===== config.mk =====
export PLATFORM = sky130hd
export DESIGN_NAME = csv_field_tokenizer_core
export DESIGN_NICKNAME = d
export VERILOG_FILES = /design/src/cft_pkg.sv /design/src/cft_parser.sv /design/src/cft_out_queue.sv /design/src/csv_field_tokenizer_core.sv
export VERILOG_INCLUDE_DIRS = /design/src /design/src/src
export SDC_FILE = /design/constraint.sdc
export NUM_CORES = 1
export LEC_CHECK = 0
export BUFFER_PORTS_ARGS = -buffer_cell sky130_fd_sc_hd__buf_4
export CAP_MARGIN = 15
export CORE_MARGIN = 3
export CORE_UTILIZATION = 50
export DETAILED_ROUTE_END_ITERATION = 8
export GPL_TIMING_DRIVEN = 0
export PLACE_DENSITY = 0.69
export RECOVER_POWER = 50
export SLEW_MARGIN = 20
export SYNTH_ARGS = -nofsm -noshare
export SYNTH_HDL_FRONTEND = slang
export SYNTH_SLANG_ARGS = --single-unit

===== constraint.sdc =====
create_clock -name clk -period 8.02 [get_ports clk]
set_input_delay 1.604 -clock clk [delete_from_list [all_inputs] [get_ports clk]]
set_output_delay 1.604 -clock clk [all_outputs]
set_load 0.05 [all_outputs]

===== src/csv_field_tokenizer_core_defines.svh =====
// assertion macros shared by the csv tokenizer rtl
// expects signals named clk and rst_n in the module that uses them
`ifndef CSV_FIELD_TOKENIZER_CORE_DEFINES_SVH
`define CSV_FIELD_TOKENIZER_CORE_DEFINES_SVH

// checked only while out of reset
`define CFT_ASSERT(lbl, prop, msg) \
  lbl: assert property (@(posedge clk) disable iff (!rst_n) prop) else $error(msg);

// checked at every edge, reset included
`define CFT_ASSERT_ALWAYS(lbl, prop, msg) \
  lbl: assert property (@(posedge clk) prop) else $error(msg);

`endif


===== src/cft_pkg.sv =====
// shared types for the csv field tokenizer: result kinds, field types and
// the per-request result group passed from the parser to the output queue
`default_nettype none

package cft_pkg;

  // most results one request can cause
  localparam int unsigned GROUP_MAX = 3;

  typedef enum logic [2:0] {
    KIND_CONTENT    = 3'd0,
    KIND_FIELD_END  = 3'd1,
    KIND_RECORD_END = 3'd2,
    KIND_TEXT_END   = 3'd3,
    KIND_ERROR      = 3'd4
  } kind_t;

  typedef enum logic [1:0] {
    FT_STRING = 2'd0,
    FT_INT    = 2'd1,
    FT_DOUBLE = 2'd2,
    FT_BOOL   = 2'd3
  } ftype_t;

  // all results caused by one request; at most one content and one field end
  typedef struct packed {
    logic [1:0]                 cnt;
    kind_t [GROUP_MAX-1:0]      kinds;
    logic [7:0]                 content_byte;
    ftype_t                     field_type;
    logic signed [31:0]         int_value;
  } group_t;

endpackage

`default_nettype wire


===== src/cft_parser.sv =====
// csv parser: input register, phase/type state and the result group per request
// depends on cft_pkg and csv_field_tokenizer_core_defines.svh
`default_nettype none
`include "csv_field_tokenizer_core_defines.svh"

module cft_parser #(
  parameter int INT_WIDTH = 32
) (
  input  wire logic           clk,
  input  wire logic           rst_n,
  input  wire logic           in_valid,
  output logic                in_ready,
  input  wire logic [7:0]     in_text_byte,
  input  wire logic           in_end_of_text,
  input  wire logic           q_space,
  output logic                push,
  output cft_pkg::group_t     grp
);

  typedef enum logic [3:0] {
    PH_TEXT_START,
    PH_FIELD_START,
    PH_UNQ,
    PH_UNQ_QUOTE,
    PH_QUOTED,
    PH_QUOTED_Q,
    PH_AFTER_CLOSE,
    PH_LINE_SKIP,
    PH_ERROR
  } phase_t;

  typedef enum logic [2:0] {
    NC_START,
    NC_SIGN,
    NC_INT,
    NC_POINT,
    NC_FRAC,
    NC_EXP,
    NC_EXPSIGN,
    NC_DEAD
  } nclass_t;

  localparam logic [3:0] BM_START = 4'd0;
  localparam logic [3:0] BM_TRUE  = 4'd4;
  localparam logic [3:0] BM_FALSE = 4'd9;
  localparam logic [3:0] BM_DEAD  = 4'd15;

  localparam logic [7:0] CH_QUOTE   = 8'h22;
  localparam logic [7:0] CH_COMMA   = 8'h2C;
  localparam logic [7:0] CH_NEWLINE = 8'h0A;
  localparam logic [7:0] CH_SPACE   = 8'h20;
  localparam logic [7:0] CH_ZERO    = 8'h30;
  localparam logic [7:0] CH_NINE    = 8'h39;
  localparam logic [7:0] CH_LOWER_E = 8'h65;
  localparam logic [7:0] CH_UPPER_E = 8'h45;
  localparam logic [7:0] CH_POINT   = 8'h2E;
  localparam logic [7:0] CH_MINUS   = 8'h2D;
  localparam logic [7:0] CH_PLUS    = 8'h2B;
  localparam logic [7:0] CH_LOWER_T = 8'h74;
  localparam logic [7:0] CH_LOWER_F = 8'h66;
  localparam logic [7:0] CASE_BIT   = 8'h20;

  // letters of "true" and "false" by match position
  function automatic logic [7:0] word_char(input logic [3:0] idx);
    logic [7:0] ch;
    unique case (idx)
      4'd2:    ch = 8'h72;
      4'd3:    ch = 8'h75;
      4'd4:    ch = 8'h65;
      4'd6:    ch = 8'h61;
      4'd7:    ch = 8'h6C;
      4'd8:    ch = 8'h73;
      4'd9:    ch = 8'h65;
      default: ch = 8'h00;
    endcase
    return ch;
  endfunction

  // order in which results of one request are listed
  function automatic cft_pkg::kind_t flag_kind(input int idx);
    cft_pkg::kind_t k;
    unique case (idx)
      0:       k = cft_pkg::KIND_CONTENT;
      1:       k = cft_pkg::KIND_FIELD_END;
      2:       k = cft_pkg::KIND_RECORD_END;
      3:       k = cft_pkg::KIND_ERROR;
      default: k = cft_pkg::KIND_TEXT_END;
    endcase
    return k;
  endfunction

  logic                 s1_valid_r, s1_valid_nxt;
  logic [7:0]           s1_byte_r;
  logic                 s1_eot_r;
  phase_t               ph_r, ph_nxt;
  nclass_t              nc_r, nc_nxt;
  logic [3:0]           bm_r, bm_nxt;
  logic [INT_WIDTH-1:0] mag_r, mag_nxt;
  logic                 neg_r, neg_nxt;

  logic                 go;
  logic [7:0]           c;
  logic                 start_fld;
  logic                 base_reset;
  nclass_t              nc_base, nc_cls;
  logic [3:0]           bm_base, bm_cls;
  logic [INT_WIDTH-1:0] mag_base, mag_cls;
  logic                 neg_base, neg_cls;
  logic                 digit, is_e;
  logic [7:0]           low;
  logic [INT_WIDTH-1:0] fe_signed;
  logic signed [31:0]   fe_int32;
  cft_pkg::ftype_t      fe_type;
  logic signed [31:0]   fe_val;
  logic                 unq, unq_q, aq;
  logic [4:0]           flags;
  logic [1:0]           cnt;

  // input register handshake
  assign go       = s1_valid_r && q_space;
  assign in_ready = !s1_valid_r || q_space;
  assign c        = s1_byte_r;

  always_comb begin
    s1_valid_nxt = s1_valid_r;
    if (in_valid && in_ready) begin
      s1_valid_nxt = 1'b1;
    end else if (go) begin
      s1_valid_nxt = 1'b0;
    end
  end

  // a byte that opens a new field
  always_comb begin
    start_fld = 1'b0;
    if (!s1_eot_r) begin
      unique case (ph_r)
        PH_TEXT_START, PH_FIELD_START: start_fld = (c != CH_SPACE);
        PH_LINE_SKIP:                  start_fld = (c > CH_SPACE);
        default:                       start_fld = 1'b0;
      endcase
    end
  end

  // field state seen by this byte: cleared when a field opens
  assign base_reset = start_fld || (s1_eot_r && (ph_r == PH_FIELD_START));
  assign nc_base    = base_reset ? NC_START : nc_r;
  assign bm_base    = base_reset ? BM_START : bm_r;
  assign mag_base   = base_reset ? '0 : mag_r;
  assign neg_base   = base_reset ? 1'b0 : neg_r;

  // number syntax class
  assign digit = (c >= CH_ZERO) && (c <= CH_NINE);
  assign is_e  = (c == CH_LOWER_E) || (c == CH_UPPER_E);
  assign low   = c | CASE_BIT;

  always_comb begin
    nc_cls = NC_DEAD;
    unique case (nc_base)
      NC_START: begin
        if (c == CH_MINUS) begin
          nc_cls = NC_SIGN;
        end else if (digit) begin
          nc_cls = NC_INT;
        end
      end
      NC_SIGN:    nc_cls = digit ? NC_INT : NC_DEAD;
      NC_INT: begin
        if (digit) begin
          nc_cls = NC_INT;
        end else if (is_e) begin
          nc_cls = NC_EXP;
        end else if (c == CH_POINT) begin
          nc_cls = NC_POINT;
        end
      end
      NC_POINT:   nc_cls = digit ? NC_FRAC : NC_DEAD;
      NC_FRAC: begin
        if (digit) begin
          nc_cls = NC_FRAC;
        end else if (is_e) begin
          nc_cls = NC_EXP;
        end
      end
      NC_EXP:     nc_cls = ((c == CH_PLUS) || (c == CH_MINUS)) ? NC_EXPSIGN : NC_DEAD;
      NC_EXPSIGN: nc_cls = digit ? NC_EXPSIGN : NC_DEAD;
      NC_DEAD:    nc_cls = NC_DEAD;
    endcase
  end

  assign neg_cls = neg_base || ((nc_base == NC_START) && (c == CH_MINUS));

  // magnitude times ten plus digit, wrapping at INT_WIDTH bits
  assign mag_cls = ((nc_cls == NC_INT) && digit)
                 ? (mag_base << 3) + (mag_base << 1)
                   + {{(INT_WIDTH-4){1'b0}}, 4'(c - CH_ZERO)}
                 : mag_base;

  // true/false matcher
  always_comb begin
    priority if (bm_base == BM_START) begin
      if (low == CH_LOWER_T) begin
        bm_cls = 4'd1;
      end else if (low == CH_LOWER_F) begin
        bm_cls = 4'd5;
      end else begin
        bm_cls = BM_DEAD;
      end
    end else if (((bm_base >= 4'd1) && (bm_base <= 4'd3)) ||
                 ((bm_base >= 4'd5) && (bm_base <= 4'd8))) begin
      bm_cls = (low == word_char(bm_base + 4'd1)) ? bm_base + 4'd1 : BM_DEAD;
    end else begin
      bm_cls = BM_DEAD;
    end
  end

  // field end type and value
  assign fe_signed = neg_base ? (~mag_base + INT_WIDTH'(1)) : mag_base;

  generate
    if (INT_WIDTH >= 32) begin : g_trunc
      assign fe_int32 = fe_signed[31:0];
    end else begin : g_sext
      assign fe_int32 = {{(32-INT_WIDTH){fe_signed[INT_WIDTH-1]}}, fe_signed};
    end
  endgenerate

  always_comb begin
    priority if (bm_base == BM_TRUE) begin
      fe_type = cft_pkg::FT_BOOL;
      fe_val  = 32'sd1;
    end else if (bm_base == BM_FALSE) begin
      fe_type = cft_pkg::FT_BOOL;
      fe_val  = 32'sd0;
    end else if (nc_base == NC_INT) begin
      fe_type = cft_pkg::FT_INT;
      fe_val  = fe_int32;
    end else if ((nc_base == NC_FRAC) || (nc_base == NC_EXPSIGN)) begin
      fe_type = cft_pkg::FT_DOUBLE;
      fe_val  = 32'sd0;
    end else begin
      fe_type = cft_pkg::FT_STRING;
      fe_val  = 32'sd0;
    end
  end

  // phase transitions and results of one request
  always_comb begin
    ph_nxt  = ph_r;
    nc_nxt  = nc_r;
    bm_nxt  = bm_r;
    mag_nxt = mag_r;
    neg_nxt = neg_r;
    flags   = '0;
    unq     = 1'b0;
    unq_q   = 1'b0;
    aq      = 1'b0;
    if (s1_eot_r) begin
      unique case (ph_r)
        PH_FIELD_START, PH_UNQ, PH_UNQ_QUOTE, PH_QUOTED_Q, PH_AFTER_CLOSE: begin
          flags[1] = 1'b1;
          flags[2] = 1'b1;
        end
        PH_QUOTED: flags[3] = 1'b1;
        default:   flags[3] = 1'b0;
      endcase
      flags[4] = 1'b1;
      ph_nxt   = PH_TEXT_START;
      nc_nxt   = NC_START;
      bm_nxt   = BM_START;
      mag_nxt  = '0;
      neg_nxt  = 1'b0;
    end else begin
      unique case (ph_r)
        PH_TEXT_START: begin
          if (c == CH_SPACE) begin
            ph_nxt = PH_FIELD_START;
          end
        end
        PH_UNQ:       unq = 1'b1;
        PH_UNQ_QUOTE: begin
          unq   = 1'b1;
          unq_q = 1'b1;
        end
        PH_QUOTED: begin
          if (c == CH_QUOTE) begin
            ph_nxt = PH_QUOTED_Q;
          end else begin
            flags[0] = 1'b1;
          end
        end
        PH_QUOTED_Q: begin
          if (c == CH_QUOTE) begin
            flags[0] = 1'b1;
            ph_nxt   = PH_QUOTED;
          end else begin
            aq = 1'b1;
          end
        end
        PH_AFTER_CLOSE: aq = 1'b1;
        PH_FIELD_START, PH_LINE_SKIP: ph_nxt = ph_r;
        default: ph_nxt = PH_ERROR;
      endcase

      // field opening
      if (start_fld) begin
        nc_nxt  = NC_START;
        bm_nxt  = BM_START;
        mag_nxt = '0;
        neg_nxt = 1'b0;
        if (c == CH_QUOTE) begin
          nc_nxt = NC_DEAD;
          bm_nxt = BM_DEAD;
          ph_nxt = PH_QUOTED;
        end else begin
          unq = 1'b1;
        end
      end

      // byte of an unquoted field
      if (unq) begin
        priority if (c == CH_COMMA) begin
          flags[1] = 1'b1;
          ph_nxt   = PH_FIELD_START;
        end else if (c == CH_NEWLINE) begin
          flags[1] = 1'b1;
          flags[2] = 1'b1;
          ph_nxt   = PH_LINE_SKIP;
        end else if (c == CH_QUOTE) begin
          nc_nxt = NC_DEAD;
          bm_nxt = BM_DEAD;
          if (unq_q) begin
            ph_nxt = PH_UNQ;
          end else begin
            flags[0] = 1'b1;
            ph_nxt   = PH_UNQ_QUOTE;
          end
        end else begin
          flags[0] = 1'b1;
          nc_nxt   = nc_cls;
          bm_nxt   = bm_cls;
          mag_nxt  = mag_cls;
          neg_nxt  = neg_cls;
          ph_nxt   = PH_UNQ;
        end
      end

      // byte after a closing quote
      if (aq) begin
        priority if (c == CH_SPACE) begin
          ph_nxt = PH_AFTER_CLOSE;
        end else if (c == CH_COMMA) begin
          flags[1] = 1'b1;
          ph_nxt   = PH_FIELD_START;
        end else if (c == CH_NEWLINE) begin
          flags[1] = 1'b1;
          flags[2] = 1'b1;
          ph_nxt   = PH_LINE_SKIP;
        end else begin
          flags[3] = 1'b1;
          ph_nxt   = PH_ERROR;
        end
      end
    end
  end

  // pack the raised results in order
  always_comb begin
    cnt                = '0;
    grp.kinds          = '{default: cft_pkg::KIND_CONTENT};
    for (int i = 0; i < 5; i++) begin
      if (flags[i]) begin
        grp.kinds[cnt] = flag_kind(i);
        cnt            = cnt + 2'd1;
      end
    end
    grp.cnt          = cnt;
    grp.content_byte = c;
    grp.field_type   = fe_type;
    grp.int_value    = fe_val;
  end

  assign push = go && (cnt != 2'd0);

  // input register and parse state
  always_ff @(posedge clk) begin
    if (!rst_n) begin
      s1_valid_r <= 1'b0;
      ph_r       <= PH_TEXT_START;
      nc_r       <= NC_START;
      bm_r       <= BM_START;
      mag_r      <= '0;
      neg_r      <= 1'b0;
    end else begin
      s1_valid_r <= s1_valid_nxt;
      if (go) begin
        ph_r  <= ph_nxt;
        nc_r  <= nc_nxt;
        bm_r  <= bm_nxt;
        mag_r <= mag_nxt;
        neg_r <= neg_nxt;
      end
    end
  end

  always_ff @(posedge clk) begin
    if (in_valid && in_ready) begin
      s1_byte_r <= in_text_byte;
      s1_eot_r  <= in_end_of_text;
    end
  end

  `CFT_ASSERT(p_end_resets_state, go && s1_eot_r |=> ph_r == PH_TEXT_START && nc_r == NC_START && bm_r == BM_START, "state not back to text start after text end")
  `CFT_ASSERT(p_error_is_quiet, go && !s1_eot_r && ph_r == PH_ERROR |-> !push, "result raised while in error phase")
  `CFT_ASSERT(p_end_closes_group, push && s1_eot_r |-> grp.kinds[grp.cnt - 2'd1] == cft_pkg::KIND_TEXT_END, "text end request not closed by a text end")

endmodule

`default_nettype wire


===== src/cft_out_queue.sv =====
// result queue: holds result groups and hands out one result per cycle while out_ready is high
// depends on cft_pkg and csv_field_tokenizer_core_defines.svh
`default_nettype none
`include "csv_field_tokenizer_core_defines.svh"

module cft_out_queue (
  input  wire logic               clk,
  input  wire logic               rst_n,
  input  wire logic               push,
  input  wire cft_pkg::group_t    push_grp,
  output logic                    space,
  output logic                    out_valid,
  input  wire logic               out_ready,
  output logic [2:0]              out_kind,
  output logic [7:0]              out_content_byte,
  output logic [1:0]              out_field_type,
  output logic signed [31:0]      out_int_value,
  output logic                    out_last_of_run
);

  localparam int DEPTH = 4;
  localparam int PTR_W = $clog2(DEPTH);
  localparam int CNT_W = PTR_W + 1;
  localparam logic [CNT_W-1:0] FULL = CNT_W'(DEPTH);

  cft_pkg::group_t    mem_r [DEPTH];
  logic [PTR_W-1:0]   wr_ptr_r, rd_ptr_r;
  logic [CNT_W-1:0]   q_cnt_r;
  logic [1:0]         sub_r;
  cft_pkg::group_t    head;
  cft_pkg::kind_t     kind;
  logic               last;
  logic               take;
  logic               pop;

  assign head      = mem_r[rd_ptr_r];
  assign out_valid = (q_cnt_r != '0);
  assign space     = (q_cnt_r != FULL);
  assign kind      = head.kinds[sub_r];
  assign last      = (sub_r == head.cnt - 2'd1);
  assign take      = out_valid && out_ready;
  assign pop       = take && last;

  // result fields, zero where they do not apply
  assign out_kind         = kind;
  assign out_content_byte = (kind == cft_pkg::KIND_CONTENT) ? head.content_byte : 8'h00;
  assign out_field_type   = (kind == cft_pkg::KIND_FIELD_END) ? head.field_type
                                                              : cft_pkg::FT_STRING;
  assign out_int_value    = (kind == cft_pkg::KIND_FIELD_END) ? head.int_value : 32'sd0;
  assign out_last_of_run  = last;

  // pointers, fill count and position within the head group
  always_ff @(posedge clk) begin
    if (!rst_n) begin
      wr_ptr_r <= '0;
      rd_ptr_r <= '0;
      q_cnt_r  <= '0;
      sub_r    <= '0;
    end else begin
      if (push) begin
        wr_ptr_r <= wr_ptr_r + PTR_W'(1);
      end
      if (pop) begin
        rd_ptr_r <= rd_ptr_r + PTR_W'(1);
      end
      unique case ({push, pop})
        2'b10:   q_cnt_r <= q_cnt_r + CNT_W'(1);
        2'b01:   q_cnt_r <= q_cnt_r - CNT_W'(1);
        default: q_cnt_r <= q_cnt_r;
      endcase
      if (take) begin
        sub_r <= pop ? 2'd0 : sub_r + 2'd1;
      end
    end
  end

  // group storage
  always_ff @(posedge clk) begin
    if (push) begin
      mem_r[wr_ptr_r] <= push_grp;
    end
  end

  `CFT_ASSERT(q_no_overflow, push |-> space, "group written into a full queue")
  `CFT_ASSERT(q_sub_in_range, out_valid |-> sub_r < head.cnt, "result position beyond head group")
  `CFT_ASSERT_ALWAYS(q_reset_empty, !rst_n |=> q_cnt_r == '0 && sub_r == 2'd0, "queue not empty after reset")

endmodule

`default_nettype wire


===== src/csv_field_tokenizer_core.sv =====
// csv field tokenizer top level: parser plus result queue
// depends on cft_pkg, cft_parser and cft_out_queue
//
// in channel: one request per text byte (in_text_byte) or one end-of-text
// request (in_end_of_text high, byte ignored), valid/ready handshake.
// out channel: zero to three results per request: content byte, field
// end (with type and int value), record end, text end or error;
// out_last_of_run marks the last result caused by one input request.
// throughput: one input request per cycle while the queue has space. a request
// registers into the parser stage, its results are written into a four-group
// queue once that has space, and the first of them shows on out_valid after
// that write once the groups ahead of it have been handed out.
// requests with up to three results (field end, record end, text end) hand
// them out on consecutive cycles while out_ready is high; the queue absorbs
// these bursts, so the sustained rate is set by the single output port of
// one result per cycle. a stalled receiver fills the queue, then the parser
// stage, then in_ready drops; nothing is lost. synchronous reset (rst_n low)
// empties the queue and parser stage and returns the parser to the start of
// a text. after a text end the parser is back in its reset state.
`default_nettype none

module csv_field_tokenizer_core #(
  parameter int INT_WIDTH = 32
) (
  input  wire logic         clk,
  input  wire logic         rst_n,
  input  wire logic         in_valid,
  output logic              in_ready,
  input  wire logic [7:0]   in_text_byte,
  input  wire logic         in_end_of_text,
  output logic              out_valid,
  input  wire logic         out_ready,
  output logic [2:0]        out_kind,
  output logic [7:0]        out_content_byte,
  output logic [1:0]        out_field_type,
  output logic signed [31:0] out_int_value,
  output logic              out_last_of_run
);

  logic            q_space;
  logic            push;
  cft_pkg::group_t grp;

  // byte parser and type inference
  cft_parser #(
    .INT_WIDTH (INT_WIDTH)
  ) u_parser (
    .clk            (clk),
    .rst_n          (rst_n),
    .in_valid       (in_valid),
    .in_ready       (in_ready),
    .in_text_byte   (in_text_byte),
    .in_end_of_text (in_end_of_text),
    .q_space        (q_space),
    .push           (push),
    .grp            (grp)
  );

  // result queue and serializer
  cft_out_queue u_out_queue (
    .clk              (clk),
    .rst_n            (rst_n),
    .push             (push),
    .push_grp         (grp),
    .space            (q_space),
    .out_valid        (out_valid),
    .out_ready        (out_ready),
    .out_kind         (out_kind),
    .out_content_byte (out_content_byte),
    .out_field_type   (out_field_type),
    .out_int_value    (out_int_value),
    .out_last_of_run  (out_last_of_run)
  );

endmodule

`default_nettype wire

==> impl_results.md, run 1 <==
- Clock Path Buffers: 3
- Antenna-violating nets left: 0
- Row count: 63
- Maxcap violations: 0
- Layout cell share with drive strength beyond 1: 0.103
- Largest net degree at the start of global routing: 35
- Final Hold Fails: 0
- Period utilisation layout: 0.893
- Worst vdd ir: 0.000142 V
- Critical Path End Type: register
- Yosys cell types: 95
- GPL Wtd Cong: ~0.95
- Final Net Count: about 1500
- Starting Density: 0.516
- Post-Route WL: 39.3 mm
- # diodes: 0
- Vias in the first global route: 11177
- Setup_tns: 0 ps
- Post-CTS Setup Bufs: 0
- Min-Delay Path Class: register to register
- Count leader, synth: edfxtp_1
- Pwr dens: about 190 nW/um^2
- Fin Clk Skew: 16.4 ps
- Clock transition at path regs: ~60 ps
- WHS: 501 ps
- P&R area growth vs syn: 10.7%
- CTS Sinks: 277
- Kind of critical path: register to register
- Ys async rst share: 0
- Flop-to-flop setup slack: around 860 ps
- Endpoints failing setup: 0
- Period minus WS final: between 7000 and 8000 ps
- Fmax: 140 MHz
- Filler instances: between 2000 and 3000
- Placed wire-length estimate: roughly 29 mm
- Root buf cell: clkbuf_16
- Synth top area share: 0.427
- First-pass GRT wire length: just over 60 mm
- Total number of yosys warnings: 0
- Leak: ~6.4 nW
- Number of synthesized register bits: around 280
- Startpoint types: register
- Synthesized area: approximately 16000 um^2
- Reg area: about 7800 um^2
- Num CTS Buffers: 28
- Die X: 182 um
- Multi-input gate area: between 7000 and 8000 um^2
- Syn Inst Count: roughly 1400
- Die area: 33200 um^2
- Synth area leader: edfxtp_1
- Outcome: complete, no violations
- H-tree depth: 1
- Chip Height: about 180 um
- Remaining Overflow, GRT: 0
- CP arrival: approximately 7600 ps
- Syn avg cell area: around 11 um^2
- Initial antenna violation count: 0
- Synthesized net count: 1449
- I/O pins: about 60
- RSZ-0062 raised after global routing: false
- Avg Vias per Cell: a little over 6
- Post-synth EDFFs: 221
- CTS Hold Bufs: 0
- CTS tree: yes
- Synth top cells by count: 221 x edfxtp_1, 118 x nor2_1, 103 x nand2_1
- Slew Limit Fails: 0
- DR DRC count: 0
- Wire length per cell: 21.2 um
- Initial drt markers: 1133
- Worst skew pair latency: between 500 and 600 ps
- Slew at the pin closest to its max-slew limit: about 1200 ps
- Cts repair resizes: 0
- Main synth FF type: edfxtp_1
- PortBufs: 60
- Routed via count: 11278
- Max_slew headroom: 0.195
- CORE AREA: ~30000 um^2
- Worst Path Max Fanout: 10
- Tot GR Track Use: 0.235
- First-pass DRT Iterations: 6
- CP required: about 8400 ps
- Seq/Total Area, Yosys: 0.499
- Leading post-synthesis cells by cell area: edfxtp_1 43%, mux4_2 7.7%, dfxtp_1 7.2%
## power breakdown
group	internal [mW]	switching (mW)
registers	1.58	0.0173
logic	0.109	0.264
clock network	0.725	0.533
## final cells by class
type,count,area share
Buffer,72,0.0168
Inverter,39,0.00851
Timing Repair Buffer,64,0.0206
Clock buffer,36,0.0436
Tap cell,390,0.0284
Sequential cell,277,0.451
Clock inverter,15,0.00822
Multi-Input combinational cell,964,0.423
## routing by layer
metal | part of all wire | GRT usage | vias to the layer above
li1 | - | - | 5320
met1 | 0.44 | 0.336 | 5471
met2 | 0.46 | 0.381 | 400
met3 | 0.068 | 0.0249 | 87
met4 | 0.035 | 0.0743 | 0
met5 | 0 | 0 | -
## sequential cells by signal, indices dropped and copies added, names as in the netlist, named ones only
signal                cells
u_parser.bm_r             4
u_parser.mag_r           32
u_parser.c                8
u_parser.neg_r            1
u_out_queue.rd_ptr_r      2
u_parser.s1_eot_r         1
u_out_queue.mem_r       212
u_out_queue.sub_r         2
u_parser.s1_valid_r       1
u_out_queue.q_cnt_r       3
u_out_queue.wr_ptr_r      2
u_parser.ph_r             4
u_parser.nc_r             3
## cell families (layout without fill, tap and decap cells)
family                   Yosys count  after routing  share of synthesized area
AO/OA/AOI/OAI                    301            301                      0.134
XOR/XNOR                          65             65                     0.0383
adder cells (fa/ha/maj)           84             84                     0.0691
buffers and inverters            111            226                     0.0284
flip-flops                       277            277                      0.499
multiplexers                      66             66                     0.0853
AND/OR/NAND/NOR                  448            448                      0.145
## layout by cell type (no fill, tap or decap), types with 18 or more instances in the layout
cell type and n:
a21o_1 21, a21oi_1 70, a31oi_1 19, and2_1 30, and3_1 48, clkbuf_1 110, clkbuf_16 28, dfxtp_1 56
edfxtp_1 221, ha_1 81, inv_1 38, mux4_2 53, nand2_1 103, nand3_1 32, nor2_1 118, nor3_1 30
o21ai_0 57, o31ai_1 18, xnor2_1 29, xor2_1 36
## worst paths after layout
path | from | to | depth (start not counted)
max | u_parser.c[6] | u_parser.mag_r[30] | 18
min | u_out_queue.wr_ptr_r[1] | u_out_queue.wr_ptr_r[1] | 2
max reg2reg | u_parser.c[6] | u_parser.mag_r[30] | 18
min reg2reg | u_out_queue.wr_ptr_r[1] | u_out_queue.wr_ptr_r[1] | 2
## through the flow
| step | area (um^2) | total power [mW] | std cells | setup slack, ps | util |
|---|---|---|---|---|---|
| global placement | 16500 | 2.01 | 1802 | 427 | 0.547 |
| detailed placement | 16600 | 2.02 | 1806 | 1370 | 0.550 |
| global route | 17200 | 3.34 | 1857 | 433 | 0.571 |
| CTS | 17500 | 3.27 | 1857 | 1330 | 0.580 |
| floorplan | 15500 | 1.89 | 1352 | 2010 | - |
| finish | 17200 | 3.23 | 1857 | 861 | 0.571 |
## critical path, stage by stage (launching register included)
cell and delay [ps]:
edfxtp_1 560, nor4b_4 580, nand3_1 340, a31oi_1 940
clkbuf_1 480, clkbuf_1 470, and2_1 220, inv_1 70
fa_1 480, inv_1 70, fa_1 480, a211oi_1 400
o211ai_1 220, nand3_1 200, a31oi_1 160, o31ai_1 550
a31oi_1 240, and4b_1 250, a311o_1 320
No activity file was read; power rests on OpenSTA's default activity.
==> run 2: changes to the inputs <==
--- a/config.mk
+++ b/config.mk
@@ -8,11 +8,13 @@
 export LEC_CHECK = 0
 export BUFFER_PORTS_ARGS = -buffer_cell sky130_fd_sc_hd__buf_4
 export CAP_MARGIN = 15
+export CELL_PAD_IN_SITES_DETAIL_PLACEMENT = 0
+export CELL_PAD_IN_SITES_GLOBAL_PLACEMENT = 1
 export CORE_MARGIN = 3
 export CORE_UTILIZATION = 50
 export DETAILED_ROUTE_END_ITERATION = 8
 export GPL_TIMING_DRIVEN = 0
-export PLACE_DENSITY = 0.69
+export PLACE_DENSITY = 0.81
 export RECOVER_POWER = 50
 export SLEW_MARGIN = 20
 export SYNTH_ARGS = -nofsm -noshare
==> run 2 against run 1 <==
Compared with the run above: clock power about the same; global-route usage about the same; die area unchanged; cell count up 0.11%; fmax down 0.21%; worst hold slack about the same; clock skew down 4.8 ps; clock-buffer cell count down 1; combinational power about the same.
==> impl_results.md, run 2 (synthesis gave the netlist of run 1 again) <==
- RSZ-0062 raised after global routing: false
- Kind of critical path: register to register
- Fmax: 139 MHz
- Leak: between 6 and 7 nW
- Chip Height: roughly 180 um
- H-tree depth: 1
- GPL Wtd Cong: between 0.9 and 1
- CORE AREA: roughly 30000 um^2
- Slew Limit Fails: 0
- Pwr dens: between 150 and 200 nW/um^2
- CP arrival: 7600 ps
- Tot GR Track Use: 0.235
- Filler instances: ~2600
- Endpoints failing setup: 0
- Period minus WS final: 7170 ps
- Layout cell share with drive strength beyond 1: 0.103
- Clock transition at path regs: 60 ps
- Maxcap violations: 0
- Initial antenna violation count: 0
- Die area: roughly 33000 um^2
- Worst skew pair latency: approximately 550 ps
- Min-Delay Path Class: register to register
- Final Net Count: between 1500 and 2000
- CTS Hold Bufs: 0
- Slew at the pin closest to its max-slew limit: 1160 ps
- Initial drt markers: between 900 and 1000
- CP required: between 8000 and 9000 ps
- Worst vdd ir: about 0.00012 V
- Max FFs per register: 212
- Vias in the first global route: 10851
- WHS: 501 ps
- Startpoint types: register
- Post-CTS Setup Bufs: 0
- Antenna-violating nets left: 0
- Critical Path End Type: register
- Routed via count: roughly 11000
- Max_slew headroom: 0.223
- Largest net degree at the start of global routing: 50
- Final Hold Fails: 0
- Placed wire-length estimate: between 20 and 30 mm
- Most frequent cells in the layout: 221 x edfxtp_1, 118 x nor2_1, 109 x clkbuf_1
- Row count: between 60 and 70
- Wire length per cell: 21.1 um
- Largest regs: u_out_queue.mem_r: 212 flops, u_parser.mag_r: 32 flops, u_parser.c: 8 flops
- Most flops, register: u_out_queue.mem_r
- Avg Vias per Cell: 6.03
- Post-route setup slack: roughly 850 ps
- Pre-CTS WS: 1350 ps
- Period utilisation layout: 0.894
- P&R area growth vs syn: 11.0%
- Root buf cell: clkbuf_16
- First-pass GRT wire length: a little over 60 mm
- Setup_tns: 0 ps
- Remaining Overflow, GRT: 0
- Outcome: complete, no violations
- Worst Path Max Fanout: 10
- Die X: between 150 and 200 um
- Cts repair resizes: 0
- Num CTS Buffers: 29
- Starting Density: 0.516
- # diodes: 0
- Commonest non-fill, non-tap cell in the layout: edfxtp_1
- I/O pins: 61
- PortBufs: 60
- First-pass DRT Iterations: 7
- Post-Route WL: roughly 40 mm
- CTS Sinks: 277
- DR DRC count: 0
- Fin Clk Skew: between 10 and 15 ps
- CTS tree: yes
- Clock Path Buffers: 3
- Final Util: 0.573
==> run 2: cell type report <==
type	count	area (um^2)	area share
multi-input combinational	964	7270	0.422
tap	390	488	0.0283
sequential	277	7760	0.450
timing repair buffer	64	384	0.0223
clock buffer	35	748	0.0434
buffer	72	293	0.0170
clock inverter	18	161	0.00936
inverter	39	146	0.00849
==> run 2: worst paths after layout <==
kind	startpoint	end	slack [ps]	cells past startpoint
setup / recovery	u_parser.c[6]	u_parser.mag_r[30]	850	18
hold / removal	u_out_queue.wr_ptr_r[0]	u_out_queue.wr_ptr_r[0]	500	2
setup reg to reg	u_parser.c[6]	u_parser.mag_r[30]	850	18
hold reg to reg	u_out_queue.wr_ptr_r[0]	u_out_queue.wr_ptr_r[0]	500	2
==> run 2: layer usage <==
layer	global-route usage	routed length, um
met4	0.0670	1070
met1	0.336	17500
met3	0.0351	2480
met5	0	0
met2	0.377	18200
==> run 2: worst max-delay path: stages (launching register included) <==
cell	delay [ps]
edfxtp_1	540
nor4b_4	550
nand3_1	340
a31oi_1	930
clkbuf_1	490
clkbuf_1	510
and2_1	240
inv_1	80
fa_1	470
inv_1	70
fa_1	490
a211oi_1	430
o211ai_1	220
nand3_1	210
a31oi_1	150
o31ai_1	510
a31oi_1	250
and4b_1	260
a311o_1	310
==> run 2: stage by stage <==
stage | power, mW | area (um^2) | cells
after floorplan | 1.89 | 15500 | 1352
after global placement | 2.01 | 16500 | 1802
after detailed placement | 2.02 | 16600 | 1806
after CTS | 3.28 | 17500 | 1859
after global routing | 3.36 | 17300 | 1859
final | 3.24 | 17300 | 1859
==> run 2: report_power, final <==
group | leakage, nW | internal [mW] | total, mW | switching [mW]
registers | 2.52 | 1.58 | 1.60 | 0.0177
logic | 3.42 | 0.110 | 0.372 | 0.262
clock network | 0.433 | 0.732 | 1.27 | 0.543
total | 6.38 | 2.42 | 3.24 | 0.823
